===== src/rtl/core/bzpwm_pkg.sv =====
// Package for the buzzer pulse-width generator.
// Operation codes, defaults and fixed constants shared by the core and its checker.
// No dependencies.
package bzpwm_pkg;

  // Operation codes carried on the input tuser
  typedef enum logic [2:0] {
    OP_TICK  = 3'd0,
    OP_START = 3'd1,
    OP_STOP  = 3'd2,
    OP_BEEP  = 3'd3,
    OP_CLICK = 3'd4
  } op_t;

  // Register map (word index)
  localparam logic REG_VOLUME = 1'b0;

  // Defaults for the top-level parameters
  localparam int DEF_PERIOD_MICROS = 250;
  localparam int DEF_SYS_TICK_HZ   = 100;

  // Field widths
  localparam int OP_W       = 3;
  localparam int DUTY_IN_W  = 8;
  localparam int DUR_W      = 16;
  localparam int DUTY_W     = 7;
  localparam int PHASE_W    = 8;
  localparam int STOP_W     = 13;

  // Fixed values
  localparam logic [DUTY_W-1:0] DUTY_MAX      = 7'd100;
  localparam logic [DUTY_W-1:0] VOLUME_RESET  = 7'd100;
  localparam logic [DUR_W-1:0]  BEEP_MS       = 16'd250;
  localparam logic [DUR_W-1:0]  CLICK_MS      = 16'd25;
  localparam logic [STOP_W-1:0] STOP_LEFT_MAX = 13'd8191;

endpackage


===== src/rtl/core/buzzer_pwm_with_timeout_unit.sv =====
// Buzzer pulse-width generator with a timed stop: top level.
// Holds the tone state, the volume register and the result register.
// Depends on bzpwm_pkg.
//
// Channel  | Dir | Signals                         | Contents
// ---------+-----+---------------------------------+------------------------------------
// s_*      | in  | s_tvalid s_tready s_tdata s_tuser| requests: duty, duration, sys tick; op
// m_*      | out | m_tvalid m_tready m_tdata       | results: pin level, active
// APB      | in  | psel penable pwrite paddr ...   | buzzer_volume at byte address 0
//
// One request per clock while the result register is free or draining: the
// request is decoded and the tone state and the result register are both written at the accepting edge.
// The result is valid in the cycle after the request is accepted.
// The only limit on rate is the single result register: a request is taken
// whenever the result register is empty or being drained in the same cycle.
// Reset (rst, synchronous) clears the tone state, the result valid and sets
// the volume to 100; no clearing pass is needed.
module buzzer_pwm_with_timeout_unit #(
  parameter int PERIOD_MICROS = bzpwm_pkg::DEF_PERIOD_MICROS,
  parameter int SYS_TICK_HZ   = bzpwm_pkg::DEF_SYS_TICK_HZ
) (
  input  logic        clk,
  input  logic        rst,
  // request stream
  input  logic        s_tvalid,
  output logic        s_tready,
  input  logic [31:0] s_tdata,   // [7:0] duty_percent, [23:8] duration_ms, [24] sys_tick
  input  logic [2:0]  s_tuser,   // [2:0] operation
  // result stream
  output logic        m_tvalid,
  input  logic        m_tready,
  output logic [7:0]  m_tdata,   // [0] pin_level, [1] active
  // configuration port
  input  logic        psel,
  input  logic        penable,
  input  logic        pwrite,
  input  logic [2:0]  paddr,
  input  logic [31:0] pwdata,
  output logic [31:0] prdata,
  output logic        pready
);

  localparam int DUTY_W  = bzpwm_pkg::DUTY_W;
  localparam int PHASE_W = bzpwm_pkg::PHASE_W;
  localparam int STOP_W  = bzpwm_pkg::STOP_W;
  localparam int DUR_W   = bzpwm_pkg::DUR_W;

  // High time = PERIOD*duty/100 as duty * (PERIOD * ceil(2^21/100)) >> 21.
  // Exact while PERIOD*duty stays below 2^21/48.
  localparam int               ON_SHIFT = 21;
  localparam longint unsigned  ON_RECIP = ((64'd1 << ON_SHIFT) + 64'd99) / 64'd100;
  localparam int               ON_MUL_W = 23;
  localparam logic [ON_MUL_W-1:0] ON_MUL = ON_MUL_W'(64'(PERIOD_MICROS) * ON_RECIP);
  localparam int               ON_PROD_W = DUTY_W + ON_MUL_W;

  // Stop ticks = duration*HZ/1000 as duration * (HZ * ceil(2^33/1000)) >> 33.
  // Exact below the saturation point; above it the estimate never undershoots.
  localparam int               TK_SHIFT = 33;
  localparam longint unsigned  TK_RECIP = ((64'd1 << TK_SHIFT) + 64'd999) / 64'd1000;
  localparam int               TK_MUL_W = 34;
  localparam logic [TK_MUL_W-1:0] TK_MUL = TK_MUL_W'(64'(SYS_TICK_HZ) * TK_RECIP);
  localparam int               TK_PROD_W = DUR_W + TK_MUL_W;
  localparam int               TK_RAW_W  = TK_PROD_W - TK_SHIFT;

  localparam logic [PHASE_W-1:0] PERIOD_VAL = PHASE_W'(PERIOD_MICROS);

  // Tone state
  logic               is_active, is_active_next;
  logic               high_phase, high_phase_next;
  logic               toggling, toggling_next;
  logic [PHASE_W-1:0] high_time, high_time_next;
  logic [PHASE_W-1:0] low_time, low_time_next;
  logic [PHASE_W-1:0] phase_left, phase_left_next;
  logic [STOP_W-1:0]  stop_left, stop_left_next;
  logic               stop_armed, stop_armed_next;
  logic [DUTY_W-1:0]  volume;

  // Request fields
  logic [2:0]               op;
  logic [bzpwm_pkg::DUTY_IN_W-1:0] duty_in;
  logic [DUR_W-1:0]         dur_in;
  logic                     sys_in;
  logic                     accept;

  // Start arithmetic
  logic [DUTY_W-1:0]    duty_src, duty_sat;
  logic [DUR_W-1:0]     dur_sel;
  logic [ON_PROD_W-1:0] on_prod;
  logic [PHASE_W-1:0]   on_raw, on_time;
  logic [TK_PROD_W-1:0] tk_prod;
  logic [TK_RAW_W-1:0]  tk_raw;
  logic [STOP_W-1:0]    ticks;

  assign op      = s_tuser;
  assign duty_in = s_tdata[7:0];
  assign dur_in  = s_tdata[23:8];
  assign sys_in  = s_tdata[24];
  assign accept  = s_tvalid && s_tready;

  // Take a request whenever the result register is free or draining
  assign s_tready = !m_tvalid || m_tready;

  // Select duty and duration for the start-like operations
  always_comb begin
    if (op == bzpwm_pkg::OP_START) begin
      duty_src = (duty_in > 8'(bzpwm_pkg::DUTY_MAX)) ? bzpwm_pkg::DUTY_MAX : duty_in[DUTY_W-1:0];
      dur_sel  = dur_in;
    end else begin
      duty_src = volume;
      dur_sel  = (op == bzpwm_pkg::OP_BEEP) ? bzpwm_pkg::BEEP_MS : bzpwm_pkg::CLICK_MS;
    end
    duty_sat = (duty_src > bzpwm_pkg::DUTY_MAX) ? bzpwm_pkg::DUTY_MAX : duty_src;
  end

  // High time from the duty, at least one microsecond
  assign on_prod = ON_PROD_W'(duty_sat) * ON_PROD_W'(ON_MUL);
  assign on_raw  = on_prod[ON_SHIFT +: PHASE_W];
  assign on_time = (on_raw == '0) ? PHASE_W'(1) : on_raw;

  // Stop ticks from the duration, at least one, saturated to the counter
  assign tk_prod = TK_PROD_W'(dur_sel) * TK_PROD_W'(TK_MUL);
  assign tk_raw  = tk_prod[TK_SHIFT +: TK_RAW_W];
  always_comb begin
    if (tk_raw > TK_RAW_W'(bzpwm_pkg::STOP_LEFT_MAX)) begin
      ticks = bzpwm_pkg::STOP_LEFT_MAX;
    end else if (tk_raw == '0) begin
      ticks = STOP_W'(1);
    end else begin
      ticks = tk_raw[STOP_W-1:0];
    end
  end

  // Next tone state for the accepted request
  always_comb begin
    logic halt;
    logic start;
    halt  = 1'b0;
    start = 1'b0;
    is_active_next  = is_active;
    high_phase_next = high_phase;
    toggling_next   = toggling;
    high_time_next  = high_time;
    low_time_next   = low_time;
    phase_left_next = phase_left;
    stop_left_next  = stop_left;
    stop_armed_next = stop_armed;

    unique case (op)
      bzpwm_pkg::OP_TICK: begin
        if (is_active) begin
          if (sys_in && stop_armed) begin
            if (stop_left <= STOP_W'(1)) begin
              halt = 1'b1;
            end else begin
              stop_left_next = stop_left - STOP_W'(1);
            end
          end
          if (!halt && toggling) begin
            // End the phase on a count of one (or zero) and swap halves
            if (phase_left <= PHASE_W'(1)) begin
              high_phase_next = !high_phase;
              phase_left_next = high_phase ? low_time : high_time;
            end else begin
              phase_left_next = phase_left - PHASE_W'(1);
            end
          end
        end
      end
      bzpwm_pkg::OP_START, bzpwm_pkg::OP_BEEP, bzpwm_pkg::OP_CLICK: begin
        if (duty_sat == '0) begin
          halt = 1'b1;
        end else begin
          start = 1'b1;
        end
      end
      bzpwm_pkg::OP_STOP: begin
        halt = 1'b1;
      end
      default: begin
      end
    endcase

    if (start) begin
      is_active_next  = 1'b1;
      high_phase_next = 1'b1;
      high_time_next  = on_time;
      low_time_next   = PERIOD_VAL - on_time;
      toggling_next   = (PERIOD_VAL != on_time);
      phase_left_next = on_time;
      if (dur_sel != '0) begin
        stop_left_next  = ticks;
        stop_armed_next = 1'b1;
      end else begin
        stop_left_next  = '0;
        stop_armed_next = 1'b0;
      end
    end
    if (halt) begin
      is_active_next  = 1'b0;
      high_phase_next = 1'b0;
      toggling_next   = 1'b0;
      high_time_next  = '0;
      low_time_next   = '0;
      phase_left_next = '0;
      stop_left_next  = '0;
      stop_armed_next = 1'b0;
    end
  end

  // Tone state registers
  always_ff @(posedge clk) begin
    if (rst) begin
      is_active  <= 1'b0;
      high_phase <= 1'b0;
      toggling   <= 1'b0;
      high_time  <= '0;
      low_time   <= '0;
      phase_left <= '0;
      stop_left  <= '0;
      stop_armed <= 1'b0;
    end else if (accept) begin
      is_active  <= is_active_next;
      high_phase <= high_phase_next;
      toggling   <= toggling_next;
      high_time  <= high_time_next;
      low_time   <= low_time_next;
      phase_left <= phase_left_next;
      stop_left  <= stop_left_next;
      stop_armed <= stop_armed_next;
    end
  end

  // Result register: load on accept, drop when taken
  always_ff @(posedge clk) begin
    if (rst) begin
      m_tvalid <= 1'b0;
    end else if (accept) begin
      m_tvalid <= 1'b1;
    end else if (m_tready) begin
      m_tvalid <= 1'b0;
    end
  end

  always_ff @(posedge clk) begin
    if (accept) begin
      m_tdata <= {6'b0, is_active_next, is_active_next && high_phase_next};
    end
  end

  // Volume register on the configuration port
  assign pready = 1'b1;

  always_ff @(posedge clk) begin
    if (rst) begin
      volume <= bzpwm_pkg::VOLUME_RESET;
    end else if (psel && penable && pwrite && pready && paddr[2] == bzpwm_pkg::REG_VOLUME) begin
      volume <= pwdata[DUTY_W-1:0];
    end
  end

  assign prdata = (paddr[2] == bzpwm_pkg::REG_VOLUME) ? {25'b0, volume} : 32'b0;

endmodule


===== config.mk =====
export PLATFORM = sky130hd
export DESIGN_NAME = buzzer_pwm_with_timeout_unit
export DESIGN_NICKNAME = d
export VERILOG_FILES = /design/src/rtl/core/bzpwm_pkg.sv /design/src/rtl/core/buzzer_pwm_with_timeout_unit.sv
export SDC_FILE = /design/constraint.sdc
export NUM_CORES = 1
export LEC_CHECK = 0
export ABC_AREA = 1
export BUFFER_PORTS_ARGS = -buffer_cell sky130_fd_sc_hd__buf_2
export CAP_MARGIN = 20
export CORE_MARGIN = 5
export CORE_UTILIZATION = 40
export CTS_CLUSTER_DIAMETER = 50
export CTS_CLUSTER_SIZE = 24
export DETAILED_ROUTE_END_ITERATION = 16
export PLACE_DENSITY = 0.67
export SYNTH_ARGS = -nofsm -noshare
export SYNTH_HDL_FRONTEND = slang
export SYNTH_SLANG_ARGS = --single-unit

===== constraint.sdc =====
create_clock -name clk -period 9.7 [get_ports clk]
set_input_delay 0 -clock clk [delete_from_list [all_inputs] [get_ports clk]]
set_output_delay 0 -clock clk [all_outputs]
set_load 0.02 [all_outputs]

==> reports/summary.md, run 1 <==
The largest individual stage delay along the critical path comes from the cell o21ai_0. Leaving out fill and tap cells, the most frequent cells in the layout are nand2_1 (409), inv_1 (391), ha_1 (170). The run gives 152 MHz as the fmax. STA classifies the critical path startpoint as an input pin. Buffers added to address setup during post-CTS repair amount to 0.

Setup repair after global routing left no endpoint under its margin. In this run, the number of DRC markers left after iteration 0 of detailed routing was 553. The register area was 1020 um2.

The most frequent cell on the critical path was inv_1. Mapped cell area: 11500 um2. For the final-report hold violation count, the log shows 0. In this run the critical register-to-register path is captured at phase_left[0].

Detailed routing inserted a total of 10100 vias. The insertion delay to the later sink of the worst-skew pair was 0.29 ns. The vias per cell came out at 4.76.

The run gives 0 as the total congestion overflow. The number of buffers on the longest clock path came out at 2. Setup violations remaining at the end of the flow were counted as 0.

The fraction of the cycle the final worst path needs works out to 0.679. Delay contributed by the slowest stage of the critical path: 0.70 ns. For the placed wire-length estimate, the log shows 27200 um. Count of synthesis-stage warnings from yosys: 0.

The launch instance of the worst register-to-register path is volume[6]. The number of maximum-capacitance violations was 0. The initial standard-cell utilization of the core came out at 0.402.

The number of port buffers is 53. The worst hold path passes through 3 cells. The switching power as a share of total power is 0.575. The synthesized area per cell is 6.83 um2, and the height of the die is 179 um.

The CTS root buffer is clkbuf_16. The tools report the number of clock sinks seen by CTS as 50. Counting cells, the worst reg-to-reg path comes to 22.

Layout cell share with drive strength beyond 1: 0.0561. The run gives 0.808 as the power share of the combinational group. The total global routing track utilization was 0.191. Along the worst path, the maximum fanout reaches 6. The core region is 28500 um2. In this run, synthesis inferred 2 flip-flops with an integrated enable. Number of top-level pins: 120.

Data arrives at the worst endpoint at 6.81 ns. Counting flops and latches in the post-synthesis netlist gives 50. Among all flip-flop cells after synthesis, the most frequent one is dfxtp_1. The number of antenna diodes in the final layout is 0.

The iteration count of the initial detailed-routing pass was 8. The run finished with clean final reports. Yosys mapped the design onto 55 distinct sky130hd cell types.

After detailed routing, the average wire length per cell comes to 14.4 um. The tools report the reg-to-reg setup timing slack as 5.57 ns. The number of inserted filler cells in the final layout was 3007; the layout overhead on the synthesized area was 6.29%. The run gives 2094 as the net total in the final layout. The library cell used most frequently in the layout, excluding fill and tap cells, is nand2_1. The logs give 0.899 mW for the cell-internal power and 0.0823 mV for the highest ir drop seen on vdd. The async set-reset flop share out of synthesis works out to 0.

Transition time of the tightest slew-check pin: 0.855 ns. In this run the power spent charging and discharging nets is 1.22 mW. The die covers 32200 um2. For the total wire length, the log shows 30500 um. TritonCTS built the clock tree.

The first global-routing pass estimated 49500 um of wire. The number of hold buffers added after cts is 4, and the number of buffers added by the clock tree synthesis step is 5. The initial antenna violation count was 0.

The hold-critical path endpoint was volume[0]. The path class of the lowest-slack min-delay path was input pin to flip-flop. The share of the yosys chip area belonging to registers is 0.0890.

The via count of the first global-routing pass was 9855; the required time at the worst-slack endpoint was 9.93 ns. The register share of total power came out at 0.108. The run gives 2101 as the placed instance count. The tools report the setup total negative slack as 0 ns.

The clock network fraction of total power was 0.083; the area of the multi-input gates was 8740 um2. Number of routed nets with antenna violations: 0. The post-CTS clock slew at the launch and capture registers of the worst setup and hold paths was 0.07 ns. Summing internal, switching and leakage power gives 2.11 mW.

The worst slew margin relative to its limit is 0.424. Critical hold path startpoint: pwdata[0]. The final critical-path required period was 6.58 ns; the clock tree skew after final layout was 0.0105 ns. The run gives 0 as the final number of max-transition violations.

The critical path is of the input pin to flip-flop type. Entering global routing, the biggest net connects 32 pins. The run gives 0 as the number of design rule violations left after detail routing. In this run, post-CTS repair resized a total of 0 instances. The leakage power was 6.97 nW. The die span in x works out to 179 um. The floorplan has 62 rows. The number of standard cells after synthesis is 1680. The total power per unit cell area is 173 nW/um2. The post-route core utilization was 0.427. The count of cells in the finished layout, fillers not included, comes to 2112. STA classifies the critical path endpoint as a flip-flop.

The clock tree synthesis step divided the H-tree into 2 levels. For the global placement routability congestion, the log shows 0.953.
layer usage:
metal	up-vias	share of wire	global-route usage
li1	5163	-	-
met1	4638	0.46	0.261
met2	217	0.48	0.334
met3	39	0.040	0.0151
met4	0	0.021	0.0374
met5	-	0	0
flip-flops by register name, summed over array words and instances, names as in the netlist:
name        flops
high_phase      1
stop_left      13
m_tvalid        1
low_time        7
m_tdata         2
is_active       1
high_time       8
volume          7
toggling        1
stop_armed      1
phase_left      8
worst max path at each step:
stage          slack, ns            to  startpoint  cells past startpoint
2_1_floorplan       3.96  stop_left[6]  s_tuser[2]                     31
3_3_place_gp        2.92  stop_left[6]  s_tuser[1]                     28
4_1_cts             3.17  stop_left[6]  s_tuser[1]                     28
6_report            3.12  stop_left[6]  s_tuser[1]                     28
3_5_place_dp        2.90  stop_left[6]  s_tuser[1]                     28
5_1_grt             2.65  stop_left[0]  s_tuser[2]                     35
per-stage QoR:
step	cell area (um2)	hold WS, ns	worst slack [ns]
final	12200	0.0118	3.12
after detailed placement	12000	0.236	2.90
after floorplan	11600	0.130	3.96
after global routing	12200	0.0330	2.65
after global placement	12000	0.220	2.92
after CTS	12200	0.00519	3.17
critical path, delay by kind of cell:
family,cells,cell delay [ns]
AND/OR/NAND/NOR,11,1.35
AO/OA/AOI/OAI,3,1.02
buffers and inverters,7,0.94
adder cells (fa/ha/maj),7,3.48
cells by family after synthesis:
| kind of cell | synth area share |
|---|---|
| AOI/OAI and AO/OA | 0.0757 |
| xor gates and xnor gates | 0.0168 |
| adders and majority gates | 0.393 |
| buffers and inverters | 0.160 |
| DFF | 0.0890 |
| muxes | 0.00622 |
| other | 0.000654 |
| and+or+nand+nor | 0.259 |
layout make-up:
class | instances | share of cell area
timing repair buffer | 60 | 0.0269
clock buffer | 5 | 0.0103
multi-input combinational | 1214 | 0.716
sequential | 50 | 0.0837
tap | 384 | 0.0394
inverter | 397 | 0.122
clock inverter | 2 | 0.00113
cells in the mapped netlist, types with 3 or more instances:
cell type	n	share of area
o21bai_1	5	0.0033
xor2_1	13	0.0099
xnor2_1	9	0.0069
nor3_1	22	0.0096
o211ai_1	4	0.0026
a21oi_1	73	0.032
buf_4	34	0.022
or2_2	3	0.0016
clkbuf_1	8	0.0026
nand3_1	59	0.026
o21ai_0	50	0.022
mux2i_1	6	0.0052
nand2_2	7	0.0038
ha_1	170	0.19
nand2_4	3	0.0029
fa_1	119	0.21
nor2_1	166	0.054
inv_1	391	0.13
dfxtp_1	48	0.084
nor4_1	3	0.0016
nand3b_1	5	0.0033
nand2_1	409	0.13
buf_2	3	0.0013
inv_2	4	0.0013
o22ai_1	4	0.0022
buf_6	3	0.0029
nand4_1	17	0.0093
nor2_4	5	0.0049
power groups by stage:
stage | Combinational, mW | Sequential (mW) | Clock [mW]
after detailed placement | 1.69 | 0.234 | 0
after global routing | 1.97 | 0.231 | 0.189
final | 1.71 | 0.229 | 0.176
after CTS | 1.71 | 0.229 | 0.180
after global placement | 1.68 | 0.233 | 0
after floorplan | 1.28 | 0.232 | 0
Power figures use the tool's default switching activity.
==> inputs of run 2 (changes only) <==
- ABC_AREA: 1 -> 0
- clock period: 9.7 -> 6.4 ns (I/O delays scaled with it)
==> reports/summary.md, run 2 <==
Setup repair after global routing could not meet its margin everywhere. The mapped cell area is 10400 um2 (-9.8%). The hold path depth came out at 3 (unchanged).

The number of routed nets with antenna violations is 0 (unchanged), and the initial antenna violation count is 0 (unchanged). For the number of inserted filler cells in the final layout, the log shows 2419 (-20%). The post-CTS clock slew at the launch and capture registers of the worst setup and hold paths was 0.07 ns (about the same). The library cell used most frequently in the layout, excluding fill and tap cells, is inv_1. The logs give 25300 um2 (-11%) for the standard cell core area and 5 (unchanged) for the number of buffers added by the clock tree synthesis step. The iteration count of the initial detailed-routing pass came out at 5 (-3). The placed wire-length estimate is 23100 um (-15%), and the number of clock sinks seen by CTS is 50 (unchanged). Layout overhead on the synthesized area: 13.1%.

The run gives 1020 um2 (unchanged) as the register area. Kind of critical path: input pin to flip-flop. The area of the multi-input gates is 8230 um2 (-5.8%), and the initial standard-cell utilization of the core is 0.409 (+0.00680). The count of cell types in the netlist came out at 79 (+44%).

Among all flip-flop cells after synthesis, the most frequent one is dfxtp_1. In the post-synthesis netlist, the biggest area contributors are fa_1 (23%), ha_1 (21%), dfxtp_1 (9.3%), inv_1 (8.3%), a21oi_1 (3.3%). Fraction of post-synthesis cell area in the top cell type by area: 0.230 (+0.0225).

The tightest min-delay check is of the input pin to flip-flop type. The vias per cell is 5.20 (+9.3%). The most frequently used cell type in the post-synthesis netlist is inv_1. Total power per unit cell area: 272 nW/um2 (+57%).

The pin count of the biggest net entering global routing was 50 (+56%); the height of the die was 171 um (-4.7%). The flow ran to the end, and the final reports show no timing, DRC or antenna violations. The slowest stage of the critical path belongs to the cell fa_1. The fraction of the cycle the final worst path needs is 0.960.

Of all cell types, the one taking the most synthesized area is fa_1. The highest ir drop seen on vdd came out at 0.163 mV (+98%). The final-report hold violation count was 0 (unchanged); the amount of wire on met3 after detailed routing was 1140 um (-5.7%). Worst path buffer plus inverter count: 6 (-1). The startpoint type of the worst setup path was an input pin. The number of port buffers is 53 (unchanged).

The number of buffers on the longest clock path was 2 (unchanged). The final setup violation count was 0 (unchanged). The required time at the worst-slack endpoint is 6.65 ns (-3.28 ns). The routed via count came out at 8696 (-14%). TritonCTS built the clock tree. The run gives 120 (unchanged) as the number of top-level pins. Number of diodes added for antenna fixing: 0 (unchanged). CTS placed an instance of clkbuf_16 at the clock tree root.

The count of synthesis-stage warnings from yosys is 0 (unchanged). The layout cell share with drive strength beyond 1 was 0.142 (+0.0856). In this design, the critical path's most frequently occurring cell is inv_1. The cell depth of the worst flop-to-flop path works out to 15 (-32%). Leakage power: 6.01 nW (-14%). The fmax is 163 MHz. The logs give 26900 um (-12%) for the total wire length and 29200 um2 (-9.2%) for the floorplan die area. The tools report the share of the yosys chip area belonging to registers as 0.0986 (+0.00965). The logs give 8663 (-12%) for the via count of the first global-routing pass and 473 (-14%) for the number of design-rule violations left by the first detailed-router iteration.

The worst slew margin relative to its limit was 0.305 (-0.119). The signal arrival time at the worst endpoint is 6.39 ns (-0.42 ns). The die span in x came out at 171 um (-4.7%).

Traced cell by cell, the critical path runs through buf_2 -> and2b_1 -> o21ai_0 -> inv_1 -> ha_1 -> fa_1 -> inv_1 -> fa_2 -> fa_1 -> inv_1 -> fa_1 -> inv_1 -> fa_1 -> inv_1 -> ha_1 -> a21oi_2 -> o211ai_1 -> a211o_1 -> or3_1 -> o221ai_2 -> nand3b_1 -> nor2b_1 -> a2111oi_1 -> a31o_1. The average wire per cell in the routed design was 16.1 um (+12%); the insertion delay to the later sink of the worst-skew pair was 0.30 ns (about the same). The number of synthesized flops with an enable pin was 2 (unchanged); the total global routing track utilization was 0.182 (-0.00868). The transition time of the tightest slew-check pin was 1.04 ns (+0.184 ns); the delay contributed by the slowest stage of the critical path was 0.61 ns (-0.09 ns).

The run gives 0.942 (-1.1%) as the global placement routability congestion. The final number of max-transition violations is 0 (unchanged). The routed design could run at a clock period as short as 6.14 ns. The type of element capturing the critical path was a flip-flop. Highest metal layer with signal wires: met4. The total congestion overflow was 0 (unchanged). For the number of rows in the core area, the log shows 58 (-6.5%). The critical path's top delay family is adder cells. The routed wire length on met2 came out at 12800 um (-12%). The path length in cells of the critical path was 24 (-14%). The largest registers in the layout are stop_left: 13 flops, high_time: 8 flops, phase_left: 8 flops. The net total in the final layout is 1706 (-19%), and the cell area after layout is 11700 um2 (-4.0%). The biggest fanout along the worst timing path is 7 (+1). The commonest cells after synthesis are inv_1 (229), ha_1 (170), fa_1 (119). For the placed instance count, the log shows 1655 (-21%). Number of flip-flops in the largest register: 13 (unchanged). The async set-reset flop share out of synthesis is 0 (unchanged). The library cells used most frequently in the layout, excluding fill and tap cells, are inv_1 (229), ha_1 (170), fa_1 (118).

The first-pass GRT wire length was 43400 um (-12%); the number of design rule violations left after detail routing was 0 (unchanged). The post-route met1 wirelength came out at 12500 um (-11%). Number of maximum-capacitance violations: 0 (unchanged). The synthesized area per cell works out to 8.49 um2 (+24%).

The flip-flop and latch count after synthesis came out at 50 (unchanged). The logs give 1219 (-27%) for the number of standard cells after synthesis and 1671 (-21%) for the final standard cell count with taps included and fillers excluded. The post-route core utilization is 0.463 (+0.0353). The register name with the most flops is stop_left.

The placed cell area came out at 11400 um2 (-5.0%). The logs give 2 (unchanged) for the maximum level of the CTS H-tree and 0.00759 ns (-0.00294 ns) for the clock tree skew after final layout.
==> run 2: cell families (layout without fill, tap and decap cells) <==
group	count (synthesis)	after routing	share of synthesized area
XOR/XNOR	40	40	0.0338
adder cells (fa/ha/maj)	289	289	0.436
buffers and inverters	295	387	0.122
flip-flops	50	50	0.0986
multiplexers	19	19	0.0189
AO/OA/AOI/OAI	217	217	0.142
AND/OR/NAND/NOR	307	307	0.149
other	2	32	0.000725
==> run 2: what timing repair did <==
| item | in CTS | in global routing |
|---|---|---|
| hold buffers | 5 | 0 |
| gates resized for setup | 0 | 10 |
| endpoints found under the hold margin | 5 | 0 |
| setup buffers | 0 | 2 |
| endpoints found under the setup margin | 0 | 7 |
==> run 2: power by group <==
part	total [mW]	internal (mW)	switching, mW
combinational	2.54	1.08	1.45
sequential	0.356	0.334	0.0218
clock	0.299	0.177	0.121
total	3.19	1.60	1.60
==> run 2: per-stage QoR <==
step           hold WS (ns)  setup WS [ns]  setup TNS, ns  power, mW
2_1_floorplan        0.0749         0.0249              0       2.01
3_3_place_gp          0.248         0.0428              0       2.77
3_5_place_dp          0.254        -0.0565        -0.0629       2.81
4_1_cts              0.0183          0.203              0       3.14
5_1_grt              0.0380        -0.0596        -0.0778       3.51
6_report             0.0258          0.256              0       3.19
==> run 2: final cells by class <==
class	count	share of cell area
inverters	231	0.0740
flip-flops and latches	50	0.0872
multi-input cells	904	0.702
repair buffers	148	0.0872
clock buffers	8	0.0142
well taps	330	0.0352
==> run 2: routing by layer <==
metal  vias to the layer above  track usage
li1                       4263            -
met1                      4194        0.257
met2                       212        0.308
met5                         -            0
met3                        27       0.0155
met4                         0       0.0365
==> run 2: tightest hold or removal path, delay by kind of cell <==
kind                   cells  cell delay (ns)
buffers and inverters      1             0.07
AND/OR/NAND/NOR            1             0.13
AO/OA/AOI/OAI              1             0.07
==> run 2: worst paths after layout <==
path                                  from           end  slack (ns)
worst min-delay path              m_tready      m_tvalid        0.03
worst max register to register   volume[6]   low_time[1]        2.23
worst max-delay path            s_tuser[2]  stop_left[0]        0.26
worst min register to register    toggling      toggling        0.47
